File: src/rtl/dsms_pkg.sv
// Shared types and constants for the differential step move sequencer.
// No dependencies; every file of the block but dsms_queue imports this package.
package dsms_pkg;

  // Command codes as they arrive on the input channel.
  localparam logic [3:0] CMD_TICK         = 4'd0;
  localparam logic [3:0] CMD_FORWARD      = 4'd1;
  localparam logic [3:0] CMD_BACKWARD     = 4'd2;
  localparam logic [3:0] CMD_TURN_LEFT    = 4'd3;
  localparam logic [3:0] CMD_TURN_RIGHT   = 4'd4;
  localparam logic [3:0] CMD_PEN_UP       = 4'd5;
  localparam logic [3:0] CMD_PEN_DOWN     = 4'd6;
  localparam logic [3:0] CMD_ESTOP        = 4'd7;
  localparam logic [3:0] CMD_CLEAR        = 4'd8;
  localparam logic [3:0] CMD_RESET_TOTALS = 4'd9;

  // Configuration register indexes.
  localparam logic REG_PEN_UP   = 1'b0;
  localparam logic REG_PEN_DOWN = 1'b1;

  // Reset values of the angle registers and the servo range limit.
  localparam logic [7:0] PEN_UP_RESET   = 8'd90;
  localparam logic [7:0] PEN_DOWN_RESET = 8'd0;
  localparam logic [7:0] ANGLE_MAX      = 8'd180;

  // Mode codes as reported on the result channel.
  localparam logic [1:0] MODE_IDLE   = 2'd0;
  localparam logic [1:0] MODE_MOVING = 2'd1;
  localparam logic [1:0] MODE_ERROR  = 2'd2;
  localparam logic [1:0] MODE_ESTOP  = 2'd3;

  // Motion state machine.
  typedef enum logic [3:0] {
    ST_IDLE   = 4'b0001,
    ST_MOVING = 4'b0010,
    ST_ERROR  = 4'b0100,
    ST_ESTOP  = 4'b1000
  } mode_state_t;

  // Step pulse codes.
  typedef enum logic [1:0] {
    STEP_NONE = 2'd0,
    STEP_FWD  = 2'd1,
    STEP_BWD  = 2'd2
  } step_t;

  // Classified operation handed from the front end to the back end.
  typedef enum logic [2:0] {
    OP_NOP          = 3'd0,
    OP_TICK         = 3'd1,
    OP_MOVE         = 3'd2,
    OP_PEN_UP       = 3'd3,
    OP_PEN_DOWN     = 3'd4,
    OP_ESTOP        = 3'd5,
    OP_CLEAR        = 3'd6,
    OP_RESET_TOTALS = 3'd7
  } op_t;

  typedef struct packed {
    op_t  op;
    logic left_neg;
    logic right_neg;
    logic left_ready;
    logic right_ready;
  } front_item_t;

  typedef struct packed {
    logic        accepted;
    logic [1:0]  mode;
    logic        pen_lowered;
    logic [7:0]  servo_angle;
    logic [1:0]  left_step;
    logic [1:0]  right_step;
    logic        release_motors;
    logic        move_done;
    logic [31:0] left_total;
    logic [31:0] right_total;
  } result_t;

  function automatic logic [1:0] mode_code(input mode_state_t s);
    logic [1:0] c;
    case (s)
      ST_IDLE:   c = MODE_IDLE;
      ST_MOVING: c = MODE_MOVING;
      ST_ERROR:  c = MODE_ERROR;
      ST_ESTOP:  c = MODE_ESTOP;
      default:   c = MODE_IDLE;
    endcase
    return c;
  endfunction

  function automatic logic [7:0] clamp_angle(input logic [7:0] a);
    return (a > ANGLE_MAX) ? ANGLE_MAX : a;
  endfunction

endpackage

File: src/rtl/dsms_queue.sv
// Small first-in first-out queue built from a register array.
// Used between the front and back ends and on the result side; no package use.
module dsms_queue #(
  parameter int WIDTH = 8,
  parameter int DEPTH = 2
) (
  input  logic             clk,
  input  logic             rst_n,
  input  logic             push,
  output logic             full,
  input  logic [WIDTH-1:0] wdata,
  input  logic             pop,
  output logic             empty,
  output logic [WIDTH-1:0] rdata
);

  localparam int PW = (DEPTH > 1) ? $clog2(DEPTH) : 1;
  localparam int CW = $clog2(DEPTH + 1);

  logic [WIDTH-1:0] mem_r [DEPTH];
  logic [PW-1:0]    wr_ptr_r, wr_ptr_nxt;
  logic [PW-1:0]    rd_ptr_r, rd_ptr_nxt;
  logic [CW-1:0]    count_r, count_nxt;
  logic             do_push, do_pop;

  assign full    = (count_r == CW'(DEPTH));
  assign empty   = (count_r == '0);
  assign do_push = push & ~full;
  assign do_pop  = pop & ~empty;
  assign rdata   = mem_r[rd_ptr_r];

  always_comb begin
    wr_ptr_nxt = wr_ptr_r;
    rd_ptr_nxt = rd_ptr_r;
    count_nxt  = count_r;
    if (do_push) begin
      wr_ptr_nxt = (wr_ptr_r == PW'(DEPTH - 1)) ? '0 : wr_ptr_r + PW'(1);
    end
    if (do_pop) begin
      rd_ptr_nxt = (rd_ptr_r == PW'(DEPTH - 1)) ? '0 : rd_ptr_r + PW'(1);
    end
    if (do_push && !do_pop) begin
      count_nxt = count_r + CW'(1);
    end else if (do_pop && !do_push) begin
      count_nxt = count_r - CW'(1);
    end
  end

  always_ff @(posedge clk) begin
    if (!rst_n) begin
      wr_ptr_r <= '0;
      rd_ptr_r <= '0;
      count_r  <= '0;
    end else begin
      wr_ptr_r <= wr_ptr_nxt;
      rd_ptr_r <= rd_ptr_nxt;
      count_r  <= count_nxt;
    end
  end

  always_ff @(posedge clk) begin
    if (do_push) begin
      mem_r[wr_ptr_r] <= wdata;
    end
  end

endmodule

File: src/rtl/dsms_front.sv
// Front end: decodes each command into an operation and queues it.
// Depends on dsms_pkg and dsms_queue.
module dsms_front
  import dsms_pkg::*;
#(
  parameter int STEP_BITS = 16
) (
  input  logic                 clk,
  input  logic                 rst_n,
  input  logic                 push,
  output logic                 full,
  input  logic [3:0]           in_command,
  input  logic [STEP_BITS-1:0] in_steps,
  input  logic                 in_left_ready,
  input  logic                 in_right_ready,
  output front_item_t          q_item,
  output logic [STEP_BITS-1:0] q_steps,
  output logic                 q_valid,
  input  logic                 q_pop
);

  localparam int IW = $bits(front_item_t);
  localparam int QW = IW + STEP_BITS;

  front_item_t   item;
  logic          steps_pos;
  logic          q_empty;
  logic [QW-1:0] q_rdata;

  // A move with a step count of zero or below is dropped here: it behaves
  // exactly like an unused command.
  assign steps_pos = ~in_steps[STEP_BITS-1] & (|in_steps);

  always_comb begin
    item.op          = OP_NOP;
    item.left_neg    = 1'b0;
    item.right_neg   = 1'b0;
    item.left_ready  = in_left_ready;
    item.right_ready = in_right_ready;
    case (in_command)
      CMD_TICK:         item.op = OP_TICK;
      CMD_FORWARD: begin
        if (steps_pos) begin
          item.op = OP_MOVE;
        end
      end
      CMD_BACKWARD: begin
        if (steps_pos) begin
          item.op        = OP_MOVE;
          item.left_neg  = 1'b1;
          item.right_neg = 1'b1;
        end
      end
      CMD_TURN_LEFT: begin
        if (steps_pos) begin
          item.op       = OP_MOVE;
          item.left_neg = 1'b1;
        end
      end
      CMD_TURN_RIGHT: begin
        if (steps_pos) begin
          item.op        = OP_MOVE;
          item.right_neg = 1'b1;
        end
      end
      CMD_PEN_UP:       item.op = OP_PEN_UP;
      CMD_PEN_DOWN:     item.op = OP_PEN_DOWN;
      CMD_ESTOP:        item.op = OP_ESTOP;
      CMD_CLEAR:        item.op = OP_CLEAR;
      CMD_RESET_TOTALS: item.op = OP_RESET_TOTALS;
      default:          item.op = OP_NOP;
    endcase
  end

  dsms_queue #(
    .WIDTH (QW),
    .DEPTH (2)
  ) u_cmd_queue (
    .clk   (clk),
    .rst_n (rst_n),
    .push  (push),
    .full  (full),
    .wdata ({item, in_steps}),
    .pop   (q_pop),
    .empty (q_empty),
    .rdata (q_rdata)
  );

  assign q_valid = ~q_empty;
  assign q_item  = front_item_t'(q_rdata[QW-1:STEP_BITS]);
  assign q_steps = q_rdata[STEP_BITS-1:0];

endmodule

File: src/rtl/dsms_back.sv
// Back end: motion state, step generation, running totals and result queue.
// Depends on dsms_pkg and dsms_queue.
module dsms_back
  import dsms_pkg::*;
#(
  parameter int STEP_BITS  = 16,
  parameter int TOTAL_BITS = 32
) (
  input  logic                 clk,
  input  logic                 rst_n,
  input  front_item_t          q_item,
  input  logic [STEP_BITS-1:0] q_steps,
  input  logic                 q_valid,
  output logic                 q_pop,
  input  logic [7:0]           pen_up_angle,
  input  logic [7:0]           pen_down_angle,
  output logic                 res_empty,
  input  logic                 res_pop,
  output result_t              res
);

  localparam int PB = STEP_BITS + 1;
  localparam int RW = $bits(result_t);

  mode_state_t            mode_r, mode_nxt;
  logic                   pen_r, pen_nxt;
  logic                   active_r, active_nxt;
  logic signed [PB-1:0]   ltgt_r, ltgt_nxt, rtgt_r, rtgt_nxt;
  logic signed [PB-1:0]   lpos_r, lpos_nxt, rpos_r, rpos_nxt;
  logic [TOTAL_BITS-1:0]  lsum_r, lsum_nxt, rsum_r, rsum_nxt;
  logic [7:0]             angle_r, angle_nxt;

  logic signed [PB-1:0]   mag;
  step_t                  lstep, rstep;
  logic                   accepted, release_w, done_w;
  logic                   exec, res_full;
  logic signed [63:0]     lext, rext;
  result_t                res_w;
  logic [RW-1:0]          res_rdata;

  function automatic step_t step_dir(input logic signed [PB-1:0] tgt,
                                     input logic signed [PB-1:0] pos,
                                     input logic rdy);
    step_t d;
    d = STEP_NONE;
    if (pos != tgt && rdy) begin
      if (!tgt[PB-1] && (tgt != '0)) begin
        if (pos < tgt) begin
          d = STEP_FWD;
        end
      end else if (pos > tgt) begin
        d = STEP_BWD;
      end
    end
    return d;
  endfunction

  assign exec  = q_valid & ~res_full;
  assign q_pop = exec;
  assign mag   = {1'b0, q_steps};

  always_comb begin
    mode_nxt   = mode_r;
    pen_nxt    = pen_r;
    active_nxt = active_r;
    ltgt_nxt   = ltgt_r;
    rtgt_nxt   = rtgt_r;
    lpos_nxt   = lpos_r;
    rpos_nxt   = rpos_r;
    lsum_nxt   = lsum_r;
    rsum_nxt   = rsum_r;
    angle_nxt  = angle_r;
    lstep      = STEP_NONE;
    rstep      = STEP_NONE;
    accepted   = 1'b0;
    release_w  = 1'b0;
    done_w     = 1'b0;
    case (q_item.op)
      OP_TICK: begin
        if (active_r && mode_r == ST_MOVING) begin
          lstep = step_dir(ltgt_r, lpos_r, q_item.left_ready);
          rstep = step_dir(rtgt_r, rpos_r, q_item.right_ready);
          if (lstep == STEP_FWD) begin
            lpos_nxt = lpos_r + PB'(1);
            lsum_nxt = lsum_r + TOTAL_BITS'(1);
          end else if (lstep == STEP_BWD) begin
            lpos_nxt = lpos_r - PB'(1);
            lsum_nxt = lsum_r - TOTAL_BITS'(1);
          end
          if (rstep == STEP_FWD) begin
            rpos_nxt = rpos_r + PB'(1);
            rsum_nxt = rsum_r + TOTAL_BITS'(1);
          end else if (rstep == STEP_BWD) begin
            rpos_nxt = rpos_r - PB'(1);
            rsum_nxt = rsum_r - TOTAL_BITS'(1);
          end
          if (lpos_nxt == ltgt_r && rpos_nxt == rtgt_r) begin
            active_nxt = 1'b0;
            mode_nxt   = ST_IDLE;
            done_w     = 1'b1;
          end
        end
      end
      OP_MOVE: begin
        if (mode_r == ST_IDLE) begin
          ltgt_nxt   = q_item.left_neg ? -mag : mag;
          rtgt_nxt   = q_item.right_neg ? -mag : mag;
          lpos_nxt   = '0;
          rpos_nxt   = '0;
          active_nxt = 1'b1;
          mode_nxt   = ST_MOVING;
          accepted   = 1'b1;
        end
      end
      OP_PEN_UP: begin
        angle_nxt = clamp_angle(pen_up_angle);
        pen_nxt   = 1'b0;
      end
      OP_PEN_DOWN: begin
        angle_nxt = clamp_angle(pen_down_angle);
        pen_nxt   = 1'b1;
      end
      OP_ESTOP: begin
        release_w  = 1'b1;
        active_nxt = 1'b0;
        mode_nxt   = ST_ESTOP;
      end
      OP_CLEAR: begin
        if (mode_r inside {ST_ERROR, ST_ESTOP}) begin
          release_w  = 1'b1;
          active_nxt = 1'b0;
          mode_nxt   = ST_IDLE;
        end
      end
      OP_RESET_TOTALS: begin
        lsum_nxt = '0;
        rsum_nxt = '0;
      end
      default: begin
      end
    endcase
  end

  // Totals are reported as 32-bit signed values, sign extended or cut down.
  assign lext = 64'(signed'(lsum_nxt));
  assign rext = 64'(signed'(rsum_nxt));

  always_comb begin
    res_w.accepted       = accepted;
    res_w.mode           = mode_code(mode_nxt);
    res_w.pen_lowered    = pen_nxt;
    res_w.servo_angle    = angle_nxt;
    res_w.left_step      = lstep;
    res_w.right_step     = rstep;
    res_w.release_motors = release_w;
    res_w.move_done      = done_w;
    res_w.left_total     = lext[31:0];
    res_w.right_total    = rext[31:0];
  end

  always_ff @(posedge clk) begin
    if (!rst_n) begin
      mode_r   <= ST_IDLE;
      pen_r    <= 1'b0;
      active_r <= 1'b0;
      ltgt_r   <= '0;
      rtgt_r   <= '0;
      lpos_r   <= '0;
      rpos_r   <= '0;
      lsum_r   <= '0;
      rsum_r   <= '0;
      angle_r  <= PEN_UP_RESET;
    end else if (exec) begin
      mode_r   <= mode_nxt;
      pen_r    <= pen_nxt;
      active_r <= active_nxt;
      ltgt_r   <= ltgt_nxt;
      rtgt_r   <= rtgt_nxt;
      lpos_r   <= lpos_nxt;
      rpos_r   <= rpos_nxt;
      lsum_r   <= lsum_nxt;
      rsum_r   <= rsum_nxt;
      angle_r  <= angle_nxt;
    end
  end

  dsms_queue #(
    .WIDTH (RW),
    .DEPTH (2)
  ) u_res_queue (
    .clk   (clk),
    .rst_n (rst_n),
    .push  (exec),
    .full  (res_full),
    .wdata (res_w),
    .pop   (res_pop),
    .empty (res_empty),
    .rdata (res_rdata)
  );

  assign res = result_t'(res_rdata);

  // The motion flag and the moving state must never disagree.
  a_active_mode: assert property (@(posedge clk) disable iff (!rst_n)
    active_r == (mode_r == ST_MOVING))
    else $error("motion flag and moving state disagree");

  // Step pulses come only from a tick taken while moving.
  a_step_tick: assert property (@(posedge clk) disable iff (!rst_n)
    (exec && (lstep != STEP_NONE || rstep != STEP_NONE))
      |-> (q_item.op == OP_TICK && mode_r == ST_MOVING))
    else $error("step pulse outside a moving tick");

  // A completed move leaves the block idle with the motion flag down.
  a_done_idle: assert property (@(posedge clk) disable iff (!rst_n)
    (exec && done_w) |=> (mode_r == ST_IDLE && !active_r))
    else $error("move completion did not return to idle");

  // While moving, the left position stays between zero and its target.
  a_left_bound: assert property (@(posedge clk) disable iff (!rst_n)
    (mode_r == ST_MOVING) |->
      (ltgt_r[PB-1] ? (lpos_r >= ltgt_r && lpos_r <= 0)
                    : (lpos_r <= ltgt_r && lpos_r >= 0)))
    else $error("left position overran its target");

endmodule

File: src/rtl/differential_step_move_sequencer_core.sv
// A command taken into the front queue is executed by the back end; its result
// goes into the result queue and shows on the out_ ports. Throughput is one command
// per cycle while the result queue has room, set by the back end's execute step.
// Both sides are short queues (two entries each), so the block keeps accepting
// while results wait. Reset (rst_n low at a clock edge) empties both queues, sets
// idle mode, pen up, zero totals, servo angle 90 and the angle registers to 90 / 0.
module differential_step_move_sequencer_core
  import dsms_pkg::*;
#(
  parameter int STEP_BITS  = 16,
  parameter int TOTAL_BITS = 32
) (
  input  logic                 clk,
  input  logic                 rst_n,
  // Configuration write port.
  input  logic                 cfg_we,
  input  logic                 cfg_index,
  input  logic [7:0]           cfg_data,
  // Command channel.
  input  logic                 push,
  output logic                 full,
  input  logic [3:0]           in_command,
  input  logic [STEP_BITS-1:0] in_steps,
  input  logic                 in_left_ready,
  input  logic                 in_right_ready,
  // Result channel.
  output logic                 empty,
  input  logic                 pop,
  output logic                 out_accepted,
  output logic [1:0]           out_mode,
  output logic                 out_pen_lowered,
  output logic [7:0]           out_servo_angle,
  output logic [1:0]           out_left_step,
  output logic [1:0]           out_right_step,
  output logic                 out_release_motors,
  output logic                 out_move_done,
  output logic signed [31:0]   out_left_total,
  output logic signed [31:0]   out_right_total
);

  // Pen angle registers. They are sampled by the back end only when a pen
  // command executes, so a new value shows up at the next pen command.
  logic [7:0] pen_up_angle_r;
  logic [7:0] pen_down_angle_r;

  always_ff @(posedge clk) begin
    if (!rst_n) begin
      pen_up_angle_r   <= PEN_UP_RESET;
      pen_down_angle_r <= PEN_DOWN_RESET;
    end else if (cfg_we) begin
      case (cfg_index)
        REG_PEN_UP:   pen_up_angle_r   <= cfg_data;
        REG_PEN_DOWN: pen_down_angle_r <= cfg_data;
        default: begin
        end
      endcase
    end
  end

  // The front end decodes each command into an operation; moves with a step
  // count of zero or less become no-ops right there. The decoded operation
  // waits in a two-entry queue until the back end takes it.
  front_item_t          q_item;
  logic [STEP_BITS-1:0] q_steps;
  logic                 q_valid;
  logic                 q_pop;
  result_t              res;

  dsms_front #(
    .STEP_BITS (STEP_BITS)
  ) u_front (
    .clk            (clk),
    .rst_n          (rst_n),
    .push           (push),
    .full           (full),
    .in_command     (in_command),
    .in_steps       (in_steps),
    .in_left_ready  (in_left_ready),
    .in_right_ready (in_right_ready),
    .q_item         (q_item),
    .q_steps        (q_steps),
    .q_valid        (q_valid),
    .q_pop          (q_pop)
  );

  // The back end holds the motion state. It executes one operation per cycle
  // whenever its result queue has room, and every operation produces exactly
  // one result item in that queue.
  dsms_back #(
    .STEP_BITS  (STEP_BITS),
    .TOTAL_BITS (TOTAL_BITS)
  ) u_back (
    .clk            (clk),
    .rst_n          (rst_n),
    .q_item         (q_item),
    .q_steps        (q_steps),
    .q_valid        (q_valid),
    .q_pop          (q_pop),
    .pen_up_angle   (pen_up_angle_r),
    .pen_down_angle (pen_down_angle_r),
    .res_empty      (empty),
    .res_pop        (pop),
    .res            (res)
  );

  assign out_accepted       = res.accepted;
  assign out_mode           = res.mode;
  assign out_pen_lowered    = res.pen_lowered;
  assign out_servo_angle    = res.servo_angle;
  assign out_left_step      = res.left_step;
  assign out_right_step     = res.right_step;
  assign out_release_motors = res.release_motors;
  assign out_move_done      = res.move_done;
  assign out_left_total     = res.left_total;
  assign out_right_total    = res.right_total;

endmodule

File: config.mk
export PLATFORM = sky130hd
export DESIGN_NAME = differential_step_move_sequencer_core
export DESIGN_NICKNAME = d
export VERILOG_FILES = /design/src/rtl/dsms_pkg.sv /design/src/rtl/dsms_queue.sv /design/src/rtl/dsms_front.sv /design/src/rtl/dsms_back.sv /design/src/rtl/differential_step_move_sequencer_core.sv
export SDC_FILE = /design/constraint.sdc
export NUM_CORES = 1
export LEC_CHECK = 0
export BUFFER_PORTS_ARGS = -buffer_cell sky130_fd_sc_hd__buf_2
export CORE_UTILIZATION = 40
export DETAILED_ROUTE_END_ITERATION = 7
export GPL_TIMING_DRIVEN = 1
export PLACE_DENSITY = 0.68
export SETUP_SLACK_MARGIN = 0.15
export SYNTH_ARGS = -nofsm -noshare
export SYNTH_HDL_FRONTEND = slang
export SYNTH_HIERARCHICAL = 1
export SYNTH_SLANG_ARGS = --single-unit
File: constraint.sdc
create_clock -name clk -period 5.3 [get_ports clk]
set_input_delay 0.795 -clock clk [delete_from_list [all_inputs] [get_ports clk]]
set_output_delay 0.795 -clock clk [all_outputs]
set_load 0.01 [all_outputs]
==> summary.md, run 1 <==
| Metric | Value |
|---|---|
| Number of vias in the routed layout | 19300 |
| Count of warnings emitted by yosys | 6 |
| Overall overflow remaining after global route | 0 |
| Via count of the first global-routing pass | approximately 18000 |
| Placed wire-length estimate | 49.6 mm |
| N_diodes | 0 |
| Boundary pin count | 120 |
| Height of the chip | 238 microns |
| Count of port buffers added during placement | roughly 120 |
| Die area | 0.0565 sq mm |
| Clock insertion delay at the later pin of the skew report | roughly 0.59 ns |
| Setup crit start kind | register |
| Initial DRC Count | 1865 |
| Synth top area cells | sky130_fd_sc_hd__edfxtp_1 28%, sky130_fd_sc_hd__dfxtp_1 15%, sky130_fd_sc_hd__mux2_2 5.4%, sky130_fd_sc_hd__nand2_1 4.9%, sky130_fd_sc_hd__nor2_1 4.5% |
| Initial antenna violation count | 0 |
| Crit path setup slack, layout | 0.298 ns |
| GPL Wtd Cong | between 0.9 and 1 |
| Status | complete, no violations |
| Per-instance average area after synthesis | about 9.2 sq um |
| Count of mapped cells out of synthesis | 2417 |
| Count of placed standard cells including taps | 3210 |
| Final worst clock skew | between 0.03 and 0.04 ns |
| Crit end category | register |
| Power density cells | 675 mW/mm^2 |
| Total Routing Usage GR | approximately a quarter |
| Clock tree from TritonCTS | yes |
| Sequential fraction of the synthesis area | 43.8% |
| Async set or reset register ratio after synthesis | 0% |
| Pins over their slew limit | 0 |
| Final clock period utilization by the worst path | 94.4% |
| Number of flops mapped to enable cells by yosys | 210 |
| DRC viols | 0 |
| Worst-case clock buffer depth | 3 |
| Maximum net fanout on the critical path | 14 |
| Total power after layout | about 17000 uW |
| TritonCTS Sinks | 381 |
| Root Buffer Master | sky130_fd_sc_hd__clkbuf_16 |
| Number of buffers added to fix hold violations after cts | 0 |
| Worst path arrival time | 5.33 ns |
| Cell depth of the worst min-delay path | 1 |
| Number of buffers inserted to repair setup after CTS | 0 |
| Post-route cell area | between 0.02 and 0.03 sq mm |
| Cells on worst reg2reg path | 14 |
| Fraction of final layout cells sized beyond drive strength 1 | 17.6% |
| Tightest Pin Transition | 1.22 ns |
| Starting utilization of the core area | 40.9% |
| Time the final worst path needs with I/O delays and setup | about 5.0 ns |
| Required time of the critical path | 5.62 ns |
| Global-route wire length before repair | 106 mm |
| Area of the placeable core | 0.0543 sq mm |
| Number of instances resized during post-cts repair | 0 |
| Dpl ws | 0.451 ns |
| Post-route ant nets | 0 |
| H-Tree Level Count | 2 |
| Maximum VDD drop | 0.291 mV |
| Maximum clock frequency | 200 MHz |
| Hold crit path type | in -> reg |
| Horiz. Die Dim | 238 microns |
| Most used flip-flop cell after synthesis | sky130_fd_sc_hd__edfxtp_1 |
| Post-synthesis net count | 2498 |
| Syn-to-layout area delta | 13.7% |
| Synth area leader | sky130_fd_sc_hd__edfxtp_1 |
| Number of CTS-inserted buffers | 43 |
| Commonest cells after routing, fill and taps aside | 289 x sky130_fd_sc_hd__nand2_1, 267 x sky130_fd_sc_hd__nor2_1, 210 x sky130_fd_sc_hd__edfxtp_1, 170 x sky130_fd_sc_hd__dfxtp_1, 137 x sky130_fd_sc_hd__nor3_1 |
| Total Wirelength | around 70 mm |
| Worst relative slew slack | between 10% and 20% |
| Layout Cells excl Fill | 3290 |
| Leakage power | 0.00927 uW |
| Setup Crit Path Kind | reg -> reg |
| Total of max-cap violations | 0 |
| Commonest non-fill, non-tap cell in the layout | sky130_fd_sc_hd__nand2_1 |
| Layout Nets | around 2600 |
| Portion of synthesized cell area occupied by the leading cell type | around 28% |
| Cell area reported after detailed placement | 0.0238 sq mm |
| Number of setup violations in the final report | 0 |
| Final hold violation count | 0 |
| DR pass1 iterations | 6 |
| Number of register bits inferred by synthesis | 381 |
| Area of the mapped netlist | 0.0222 sq mm |
| Count of cell types in the netlist | 103 |
| Unrepaired setup endpoints after global routing | false |
| Via-per-instance ratio | 5.87 |
| Setup TNS Final | 0 ns |
| Pin count of the biggest net entering global routing | 85 |
| Cell Rows | 85 |
| Average wire length per cell after detail routing | 21.1 microns |
| Clock slew seen by the registers of the worst setup and hold paths | 0.06 ns |
==> worst max-delay path, stage by stage (launching register included) <==
cell and delay, ns:
sky130_fd_sc_hd__dfxtp_1 0.60, sky130_fd_sc_hd__inv_1 0.28, sky130_fd_sc_hd__ha_1 0.38, sky130_fd_sc_hd__nand4_1 0.18, sky130_fd_sc_hd__nor4_4 0.50, sky130_fd_sc_hd__buf_4 0.30, sky130_fd_sc_hd__a21oi_2 0.12, sky130_fd_sc_hd__nand4b_1 0.20
sky130_fd_sc_hd__nor4_1 0.10, sky130_fd_sc_hd__and3_1 0.27, sky130_fd_sc_hd__a2111oi_0 0.61, sky130_fd_sc_hd__nand4_1 0.16, sky130_fd_sc_hd__or4_4 0.62, sky130_fd_sc_hd__o31ai_1 0.28, sky130_fd_sc_hd__a31oi_1 0.13
==> kinds of logic (layout without fill, tap and decap cells) <==
kind of cell | after synthesis | after routing | share of synthesized area (%)
compound gates | 442 | 442 | 14.0
xor+xnor | 82 | 82 | 3.23
fa+ha+maj | 45 | 45 | 2.54
buf+inv | 238 | 372 | 4.44
flops | 381 | 381 | 43.8
mux | 184 | 184 | 8.95
simple gates | 1045 | 1045 | 23.1
==> sequential cells by signal, indices dropped and copies added (netlist names), named ones only <==
| signal | flops |
|---|---|
| pen_down_angle_r | 8 |
| pen_up_angle_r | 8 |
| u_back/active_r | 1 |
| u_back/angle_r | 8 |
| u_back/lpos_r | 17 |
| u_back/lsum_r | 32 |
| u_back/ltgt_r | 17 |
| u_back/mode_r | 4 |
| u_back/pen_r | 1 |
| u_back/rpos_r | 17 |
| u_back/rsum_r | 32 |
| u_back/rtgt_r | 16 |
| u_back/u_res_queue/count_r | 2 |
| u_back/u_res_queue/mem_r | 164 |
| u_back/u_res_queue/rd_ptr_r | 1 |
| u_back/u_res_queue/wr_ptr_r | 1 |
| u_front/u_cmd_queue/count_r | 2 |
| u_front/u_cmd_queue/mem_r | 46 |
| u_front/u_cmd_queue/rd_ptr_r | 1 |
| u_front/u_cmd_queue/wr_ptr_r | 1 |
==> final cells by class <==
type                            count  area, sq um
Tap cell                          739          925
Inverter                           80          302
Multi-Input combinational cell   1798        11500
Clock buffer                       53         1130
Fill cell                        5102        29100
Sequential cell                   381         9730
Clock inverter                     27          309
Timing Repair Buffer              212         1310
==> worst paths after layout <==
path,start,to,slack [ns]
min reg2reg,u_back/pen_r,u_back/pen_r,0.46
min,in_steps[13],u_front/u_cmd_queue/mem_r[0][13],0.40
max,u_back/rtgt_r[16],u_back/u_res_queue/mem_r[0][79],0.30
max reg2reg,u_back/rtgt_r[16],u_back/u_res_queue/mem_r[0][79],0.30
==> per-stage QoR <==
step           hold slack [ns]  util, %
5_1_grt                  0.396     46.5
3_5_place_dp             0.452     43.8
3_3_place_gp             0.445     43.8
2_1_floorplan            0.437        -
4_1_cts                  0.381     46.5
6_report                 0.403     46.5
==> cells in the mapped netlist (37+ instances only) <==
cell type                  number
sky130_fd_sc_hd__a211oi_1      56
sky130_fd_sc_hd__a21oi_1      103
sky130_fd_sc_hd__clkbuf_1     119
sky130_fd_sc_hd__dfxtp_1      171
sky130_fd_sc_hd__edfxtp_1     210
sky130_fd_sc_hd__ha_1          45
sky130_fd_sc_hd__inv_1         75
sky130_fd_sc_hd__mux2_2       107
sky130_fd_sc_hd__mux2i_1       76
sky130_fd_sc_hd__nand2_1      289
sky130_fd_sc_hd__nand3_1       66
sky130_fd_sc_hd__nand4_1       40
sky130_fd_sc_hd__nor2_1       268
sky130_fd_sc_hd__nor3_1       138
sky130_fd_sc_hd__nor4_1        41
sky130_fd_sc_hd__o21ai_0       76
sky130_fd_sc_hd__or3_1         43
sky130_fd_sc_hd__xnor2_1       45
sky130_fd_sc_hd__xor2_1        37
==> where the power goes <==
group	internal, uW	total (uW)	switching [uW]
Combinational	3360	9000	5630
Clock	1790	3060	1280
Sequential	4230	4970	739
==> layer usage <==
layer | vias to the layer above | global-route usage (%) | wire [microns]
met3 | 141 | 4.58 | 5130
met4 | 0 | 10.2 | 2830
met2 | 793 | 38.0 | 31300
met5 | - | 0 | 0
met1 | 9291 | 32.2 | 30100
li1 | 9098 | - | -
(Power assumes the default switching activity.)
==> inputs of run 2 (changes only) <==
--- a/config.mk
+++ b/config.mk
@@ -5,6 +5,7 @@
 export SDC_FILE = /design/constraint.sdc
 export NUM_CORES = 1
 export LEC_CHECK = 0
+export ABC_AREA = 1
 export BUFFER_PORTS_ARGS = -buffer_cell sky130_fd_sc_hd__buf_2
 export CORE_UTILIZATION = 40
 export DETAILED_ROUTE_END_ITERATION = 7
==> summary.md, run 2 <==
| Metric | Value |
|---|---|
| Status | complete, no violations |
| Sequential fraction of the synthesis area | 43.9% (about the same) |
| Delay of the slowest cell on the worst path | 0.59 ns (-0.03 ns) |
| Required time of the critical path | 5.63 ns (about the same) |
| Maximum VDD drop | 0.281 mV (-3.4%) |
| Dpl ws | 1.30 ns (+0.845 ns) |
| Height of the chip | 238 microns (about the same) |
| Worst path arrival time | 4.40 ns (-0.93 ns) |
| Count of port buffers added during placement | 119 (unchanged) |
| Number of buffer and inverter instances along the worst setup path | 1 (-1) |
| Final worst clock skew | 0.0181 ns (-0.0132 ns) |
| Total of max-cap violations | 0 (unchanged) |
| Clock insertion delay at the later pin of the skew report | 0.59 ns (about the same) |
| Via count of the first global-routing pass | 17500 (-3.3%) |
| Maximum clock frequency | 246 MHz (+23%) |
| TritonCTS Sinks | 381 (unchanged) |
| Met3 Wirelength | 3.47 mm (-32%) |
| Setup Crit Path Kind | reg -> reg |
| Global-route wire length before repair | 91.0 mm (-14%) |
| Number of flops mapped to enable cells by yosys | 210 (unchanged) |
| Commonest non-fill, non-tap cell in the layout | sky130_fd_sc_hd__nand2_1 |
| Utilization after layout | 45.5% (-1.0 points) |
| Total Wirelength | 56.0 mm (-19%) |
| Cells along the critical path | ha_1 -> nand2_1 -> nor2_1 -> nand3_1 -> nor2_1 -> nor2_1 -> nand3_1 -> nand2_2 -> nand2_4 -> inv_4 -> o21ai_0 -> nand3_1 -> nand2_1 -> nor2_1 -> nand2_1 -> nor2_1 -> nand2_1 -> nor2_4 -> nand3_1 -> nand2_1 -> nand2_2 -> nand4_1 -> nand2_1 |
| Number of instances resized during post-cts repair | 0 (unchanged) |
| DRC viols | 0 (unchanged) |
| Post-route ant nets | 0 (unchanged) |
| Horiz. Die Dim | 238 microns (about the same) |
| Power density cells | 575 mW/mm^2 (-15%) |
| Initial antenna violation count | 0 (unchanged) |
| Die area | 0.0564 sq mm (about the same) |
| Average wire length per cell after detail routing | 15.6 microns (-26%) |
| Post-synthesis net count | 2827 (+13%) |
| Fraction of final layout cells sized beyond drive strength 1 | 13.5% (-4.1 points) |
| Pin count of the biggest net entering global routing | 84 (-1.2%) |
| Pins over their slew limit | 0 (unchanged) |
| Placed wire-length estimate | 39.4 mm (-21%) |
| Number of vias in the routed layout | 18800 (-2.7%) |
| DR pass1 iterations | 6 (unchanged) |
| Crit path setup slack, layout | 1.23 ns (+0.930 ns) |
| Highest signal layer in the routed design | met4 |
| Root Buffer Master | sky130_fd_sc_hd__clkbuf_16 |
| Count of mapped cells out of synthesis | 2746 (+14%) |
| Clock tree from TritonCTS | yes |
| Portion of synthesized cell area occupied by the leading cell type | 28.4% (about the same) |
| Async set or reset register ratio after synthesis | 0% (unchanged) |
| Count of warnings emitted by yosys | 6 (unchanged) |
| Setup TNS Final | 0 ns (unchanged) |
| Setup crit start kind | register |
| Final clock period utilization by the worst path | 76.8% (-18 points) |
| Unrepaired setup endpoints after global routing | false |
| Number of setup violations in the final report | 0 (unchanged) |
| Most used flip-flop cell after synthesis | sky130_fd_sc_hd__edfxtp_1 |
| Layout Cells excl Fill | 3598 (+9.4%) |
| GPL Wtd Cong | 0.964 (-3.0%) |
| Part of the total power dissipated in sequential elements | 32.7% (+3.5 points) |
| Overall overflow remaining after global route | 0 (unchanged) |
| Fraction of power consumed by combinational cells | 45.9% (-6.9 points) |
| Worst-case clock buffer depth | 3 (unchanged) |
| Count of placed standard cells including taps | 3518 (+9.6%) |
| Hold crit path type | in -> reg |
| Registers with the highest flip-flop counts | u_back/u_res_queue/mem_r: 164 flops, u_front/u_cmd_queue/mem_r: 46 flops |
| Crit end category | register |
| Max FFs per register | 164 (unchanged) |
| Final hold violation count | 0 (unchanged) |
| Maximum net fanout on the critical path | 33 (+19) |
| Initial DRC Count | 1681 (-9.9%) |
| H-Tree Level Count | 2 (unchanged) |
| Per-instance average area after synthesis | 8.08 sq um (-12%) |
| Leakage power | 0.0106 uW (+15%) |
| Boundary pin count | 120 (unchanged) |
| Area of the placeable core | 0.0543 sq mm (unchanged) |
| Power share of the clock group | 21.4% (+3.4 points) |
| Starting utilization of the core area | 40.8% (about the same) |
| Total Routing Usage GR | 19.8% (-4.2 points) |
| Commonest cells after routing, fill and taps aside | 574 x sky130_fd_sc_hd__nand2_1, 314 x sky130_fd_sc_hd__inv_1, 266 x sky130_fd_sc_hd__nand3_1, 257 x sky130_fd_sc_hd__nor2_1, 210 x sky130_fd_sc_hd__edfxtp_1 |
| Area of the mapped netlist | 0.0222 sq mm (about the same) |
| Detailed route wirelength on metal2 | 25.6 mm (-18%) |
| Syn-to-layout area delta | 11.4% |
| Synth top area cells | sky130_fd_sc_hd__edfxtp_1 28%, sky130_fd_sc_hd__dfxtp_1 15%, sky130_fd_sc_hd__nand2_1 9.7%, sky130_fd_sc_hd__nand3_1 6.0%, sky130_fd_sc_hd__mux2_4 5.4% |
| Most common cell in the synthesized netlist | sky130_fd_sc_hd__nand2_1 |
| Leading post-synthesis cells by instance count | 575 x sky130_fd_sc_hd__nand2_1, 315 x sky130_fd_sc_hd__inv_1, 267 x sky130_fd_sc_hd__nand3_1 |
| Layout Nets | 2905 (+12%) |
| N_diodes | 0 (unchanged) |
| Synth area leader | sky130_fd_sc_hd__edfxtp_1 |
| Count of cell types in the netlist | 58 (-44%) |
| Number of register bits inferred by synthesis | 381 (unchanged) |
| Internal power contribution | 8120 uW (-13%) |
| Worst relative slew slack | 22.3% (+3.7 points) |
| CP top delay family | simple AND/OR/NAND/NOR gates |
| Total power after layout | 14200 uW (-17%) |
| Number of CTS-inserted buffers | 43 (unchanged) |
| Number of buffers inserted to repair setup after CTS | 0 (unchanged) |
| Time the final worst path needs with I/O delays and setup | 4.07 ns (-0.930 ns) |
| CP max stage cell | sky130_fd_sc_hd__dfxtp_1 |
| Top register by number of flip-flops | u_back/u_res_queue/mem_r |
| Net switching share of the total power | 42.8% (-2.1 points) |
| Filler cell count | 5281 (+3.5%) |
| Number of buffers added to fix hold violations after cts | 0 (unchanged) |
| Via-per-instance ratio | 5.22 (-11%) |
| Tightest Pin Transition | 1.16 ns (-0.0571 ns) |
| Clock slew seen by the registers of the worst setup and hold paths | 0.06 ns (about the same) |
| Metal-1 WL | 25.7 mm (-14%) |
| Library cell appearing most often on the critical path | sky130_fd_sc_hd__nand2_1 |
| Sw power | 6080 uW (-20%) |
| Cell Rows | 85 (unchanged) |
run 2: cell count changes after synthesis, sizes merged, moves of 26 or more:
cell,before,now
nand2,289,593
inv,78,328
nand3,67,273
o21ai,84,234
nor3,142,55
mux2i,76,4
a21oi,107,168
a211oi,58,9
clkbuf,119,74
or3,43,0
xnor2,45,9
nor4,46,17
and3,27,1
or4,26,0
run 2: per-stage QoR:
stage / cell area, sq um / hold WS (ns)
2_1_floorplan: 22200 / 0.441
3_3_place_gp: 23300 / 0.455
3_5_place_dp: 23300 / 0.460
6_report: 24700 / 0.404
4_1_cts: 24700 / 0.380
5_1_grt: 24700 / 0.396
run 2: final timing paths:
| check | depth (start not counted) | start | to | slack [ns] |
|---|---|---|---|---|
| max | 23 | u_back/rpos_r[9] | u_back/u_res_queue/mem_r[1][80] | 1.23 |
| min | 1 | in_right_ready | u_front/u_cmd_queue/mem_r[1][16] | 0.40 |
| max reg2reg | 23 | u_back/rpos_r[9] | u_back/u_res_queue/mem_r[1][80] | 1.23 |
| min reg2reg | 2 | u_back/angle_r[1] | u_back/angle_r[1] | 0.48 |
run 2: logic make-up after synthesis:
family / after synthesis / share of synthesized area, %
buffers and inverters: 439 / 8.60
AO/OA/AOI/OAI: 461 / 11.3
multiplexers: 109 / 6.86
AND/OR/NAND/NOR: 1260 / 24.8
flip-flops: 381 / 43.9
adder cells (fa/ha/maj): 45 / 2.54
XOR/XNOR: 51 / 2.01
run 2: power groups by stage:
stage | Combinational (uW) | Clock (uW) | Sequential [uW]
2_1_floorplan | 4880 | 0 | 4590
3_3_place_gp | 6410 | 0 | 4680
3_5_place_dp | 6450 | 0 | 4700
4_1_cts | 6480 | 3110 | 4650
5_1_grt | 7270 | 3240 | 4750
6_report | 6520 | 3040 | 4650
run 2: layout make-up:
| cell class | instances | area [sq um] | area share (%) |
|---|---|---|---|
| clock buffer | 59 | 1190 | 4.81 |
| sequential | 381 | 9730 | 39.4 |
| clock inverter | 21 | 254 | 1.03 |
| timing repair buffer | 143 | 776 | 3.14 |
| tap | 739 | 925 | 3.74 |
| multi-input combinational | 1926 | 10600 | 42.9 |
| inverter | 329 | 1240 | 5.02 |
run 2: layer usage:
metal,vias up,global-route usage (%)
li1,9422,-
met1,8689,27.3
met2,607,32.5
met3,81,2.38
met4,0,6.00
met5,-,0
==> inputs of run 3 (changes only) <==
--- a/config.mk
+++ b/config.mk
@@ -5,7 +5,7 @@
 export SDC_FILE = /design/constraint.sdc
 export NUM_CORES = 1
 export LEC_CHECK = 0
-export ABC_AREA = 1
+export ABC_AREA = 0
 export BUFFER_PORTS_ARGS = -buffer_cell sky130_fd_sc_hd__buf_2
 export CORE_UTILIZATION = 40
 export DETAILED_ROUTE_END_ITERATION = 7
==> constraint.sdc (replaced) <==
create_clock -name clk -period 3.3 [get_ports clk]
set_input_delay 0.495 -clock clk [delete_from_list [all_inputs] [get_ports clk]]
set_output_delay 0.495 -clock clk [all_outputs]
set_load 0.01 [all_outputs]
==> summary.md, run 3 (synthesized netlist as in run 1, its figures left out) <==
| Metric | Value |
|---|---|
| Number of buffers added to fix hold violations after cts | 0 (unchanged) |
| Count of port buffers added during placement | 119 (unchanged) |
| Total of max-cap violations | 0 (unchanged) |
| Worst relative slew slack | 25.0% (+2.7 points) |
| Horiz. Die Dim | 238 microns (about the same) |
| Tightest Pin Transition | 1.12 ns (-0.0427 ns) |
| Clock slew seen by the registers of the worst setup and hold paths | 0.06 ns (about the same) |
| Registers with the highest flip-flop counts | u_back/u_res_queue/mem_r: 164 flops, u_front/u_cmd_queue/mem_r: 46 flops |
| Status | complete, but fails checks |
| Maximum net fanout on the critical path | 5 (-85%) |
| Final hold violation count | 0 (unchanged) |
| Post-route ant nets | 0 (unchanged) |
| Worst-case clock buffer depth | 3 (unchanged) |
| Number of CTS-inserted buffers | 42 (-2.3%) |
| Overall overflow remaining after global route | 0 (unchanged) |
| Leakage power | 0.0121 uW (+14%) |
| Crit path setup slack, layout | -0.668 ns (-1.90 ns) |
| Max FFs per register | 164 (unchanged) |
| Via count of the first global-routing pass | 20800 (+19%) |
| Total area of multi-input combinational cells | 0.0140 sq mm (+32%) |
| Number of setup violations in the final report | 148 (+148) |
| R2R setup slack | -0.67 ns (-1.90 ns) |
| DRC viols | 0 (unchanged) |
| Pins over their slew limit | 0 (unchanged) |
| DR pass1 iterations | 5 (-1) |
| Crit end category | register |
| Violations in the final reports | setup timing |
| FF/Latch Area | 0.00979 sq mm (+0.57%) |
| Time the final worst path needs with I/O delays and setup | 3.97 ns (-0.104 ns) |
| Layout Nets | 3031 (+4.3%) |
| Required time of the critical path | 3.69 ns (-1.94 ns) |
| Utilization after layout | 58.4% (+13 points) |
| Height of the chip | 238 microns (about the same) |
| Total Wirelength | 80.7 mm (+44%) |
| Final clock period utilization by the worst path | 120% (+43 points) |
| N_diodes | 0 (unchanged) |
| Starting utilization of the core area | 40.9% (about the same) |
| Top register by number of flip-flops | u_back/u_res_queue/mem_r |
| Average wire length per cell after detail routing | 21.7 microns (+39%) |
| Hold crit path type | in -> reg |
| Initial DRC Count | 1704 (+1.4%) |
| Placed wire-length estimate | 56.1 mm (+42%) |
| Final worst clock skew | 0.0283 ns (+0.0102 ns) |
| Initial antenna violation count | 0 (unchanged) |
| Post-route cell area | 0.0317 sq mm (+29%) |
| H-Tree Level Count | 2 (unchanged) |
| Die area | 0.0565 sq mm (about the same) |
| Cell Rows | 85 (unchanged) |
| TritonCTS Sinks | 381 (unchanged) |
| Maximum VDD drop | 0.693 mV (+150%) |
| Setup crit start kind | register |
| Filler cell count | 4473 (-15%) |
| Setup Crit Path Kind | reg -> reg |
| Total Routing Usage GR | 27.3% (+7.5 points) |
| Power density cells | 1140 mW/mm^2 (+98%) |
| Global-route wire length before repair | 120 mm (+32%) |
| Unrepaired setup endpoints after global routing | true |
| Cell area reported after detailed placement | 0.0265 sq mm (+14%) |
| Syn-to-layout area delta | 43.0% |
| Clock insertion delay at the later pin of the skew report | 0.59 ns (about the same) |
| Area of the placeable core | 0.0543 sq mm (unchanged) |
| Number of vias in the routed layout | 21600 (+15%) |
| Worst path arrival time | 4.36 ns (-0.04 ns) |
| Boundary pin count | 120 (unchanged) |
| GPL Wtd Cong | 1.03 (+6.5%) |
| Clock tree from TritonCTS | yes |
| Via-per-instance ratio | 5.80 (+11%) |
| Commonest non-fill, non-tap cell in the layout | sky130_fd_sc_hd__buf_4 |
| Root Buffer Master | sky130_fd_sc_hd__clkbuf_16 |
| Fraction of final layout cells sized beyond drive strength 1 | 42.7% (+29 points) |
| Commonest cells after routing, fill and taps aside | 406 x sky130_fd_sc_hd__buf_4, 259 x sky130_fd_sc_hd__nand2_1, 243 x sky130_fd_sc_hd__nor2_1, 210 x sky130_fd_sc_hd__edfxtp_1, 134 x sky130_fd_sc_hd__dfxtp_1 |
| Pin count of the biggest net entering global routing | 89 (+6.0%) |
| Worst hold slack across all endpoints | 0.123 ns (-0.281 ns) |
| Maximum clock frequency | 252 MHz (+2.6%) |
run 3: changes by cell type in the layout (fill, tap and decap cells not counted), sizes merged, moves of 26 or more:
cell | before | now
buf | 143 | 647
nand2 | 593 | 289
inv | 335 | 78
nand3 | 273 | 67
o21ai | 234 | 84
nor3 | 55 | 142
mux2i | 4 | 76
a21oi | 168 | 107
a211oi | 9 | 58
or3 | 0 | 43
xnor2 | 9 | 45
nor4 | 17 | 46
and3 | 1 | 27
or4 | 0 | 26
run 3: what timing repair did:
action / in CTS / in global routing
cloned: 4 / 0
gates resized for setup: 306 / 280
buffers inserted: 71 / 56
endpoints found under the setup margin: 199 / 228
pin swaps: 109 / 135
run 3: per-layer routing:
metal / track usage, % / up-vias / wire length (microns) / share of wire, %
li1: - / 9954 / - / -
met1: 35.7 / 10600 / 34100 / 42
met3: 4.20 / 185 / 4950 / 6.1
met2: 45.8 / 851 / 38700 / 48
met5: 0 / - / 0 / 0
met4: 9.68 / 0 / 2970 / 3.7
run 3: final cells by class:
cell class / instances / area share (%)
tap: 739 / 2.91
sequential: 381 / 30.8
inverter: 80 / 1.02
timing repair buffer: 647 / 16.5
clock buffer: 54 / 3.84
clock inverter: 24 / 0.922
multi-input combinational: 1798 / 44.0
run 3: stage by stage:
step	std cells	power, uW	worst slack, ns	TNS [ns]
final	3723	36200	-0.668	-43.03
after global placement	3515	25200	-0.980	-32.90
after detailed placement	3515	25500	-1.07	-41.14
after CTS	3668	33800	-0.682	-23.51
after floorplan	2417	17800	-0.358	-27.87
after global routing	3723	37900	-0.768	-57.06
run 3: where the power goes:
group / switching (uW) / internal, uW
combinational: 12400 / 10700
sequential: 1290 / 6820
clock: 2000 / 3030
total: 15700 / 20500
run 3: final timing paths:
path	start	end	depth (start not counted)
max	u_back/rtgt_r[7]	u_back/u_res_queue/mem_r[1][64]	19
min	in_right_ready	u_front/u_cmd_queue/mem_r[1][16]	1
max reg2reg	u_back/rtgt_r[7]	u_back/u_res_queue/mem_r[1][64]	19
min reg2reg	u_back/angle_r[5]	u_back/angle_r[5]	2
run 3: critical path: stages (launching register included):
cell and delay (ns):
sky130_fd_sc_hd__dfxtp_2 0.33, sky130_fd_sc_hd__buf_6 0.10, sky130_fd_sc_hd__inv_4 0.03, sky130_fd_sc_hd__ha_4 0.23, sky130_fd_sc_hd__nand4_1 0.11, sky130_fd_sc_hd__buf_4 0.13, sky130_fd_sc_hd__buf_4 0.10, sky130_fd_sc_hd__nor3_4 0.04
sky130_fd_sc_hd__a2111o_1 0.45, sky130_fd_sc_hd__a21boi_4 0.35, sky130_fd_sc_hd__buf_4 0.18, sky130_fd_sc_hd__o211ai_1 0.10, sky130_fd_sc_hd__o21ai_2 0.11, sky130_fd_sc_hd__buf_4 0.16, sky130_fd_sc_hd__xnor2_1 0.15, sky130_fd_sc_hd__nor4_1 0.27
sky130_fd_sc_hd__buf_4 0.16, sky130_fd_sc_hd__nand4_1 0.23, sky130_fd_sc_hd__buf_6 0.23, sky130_fd_sc_hd__nor4_4 0.29
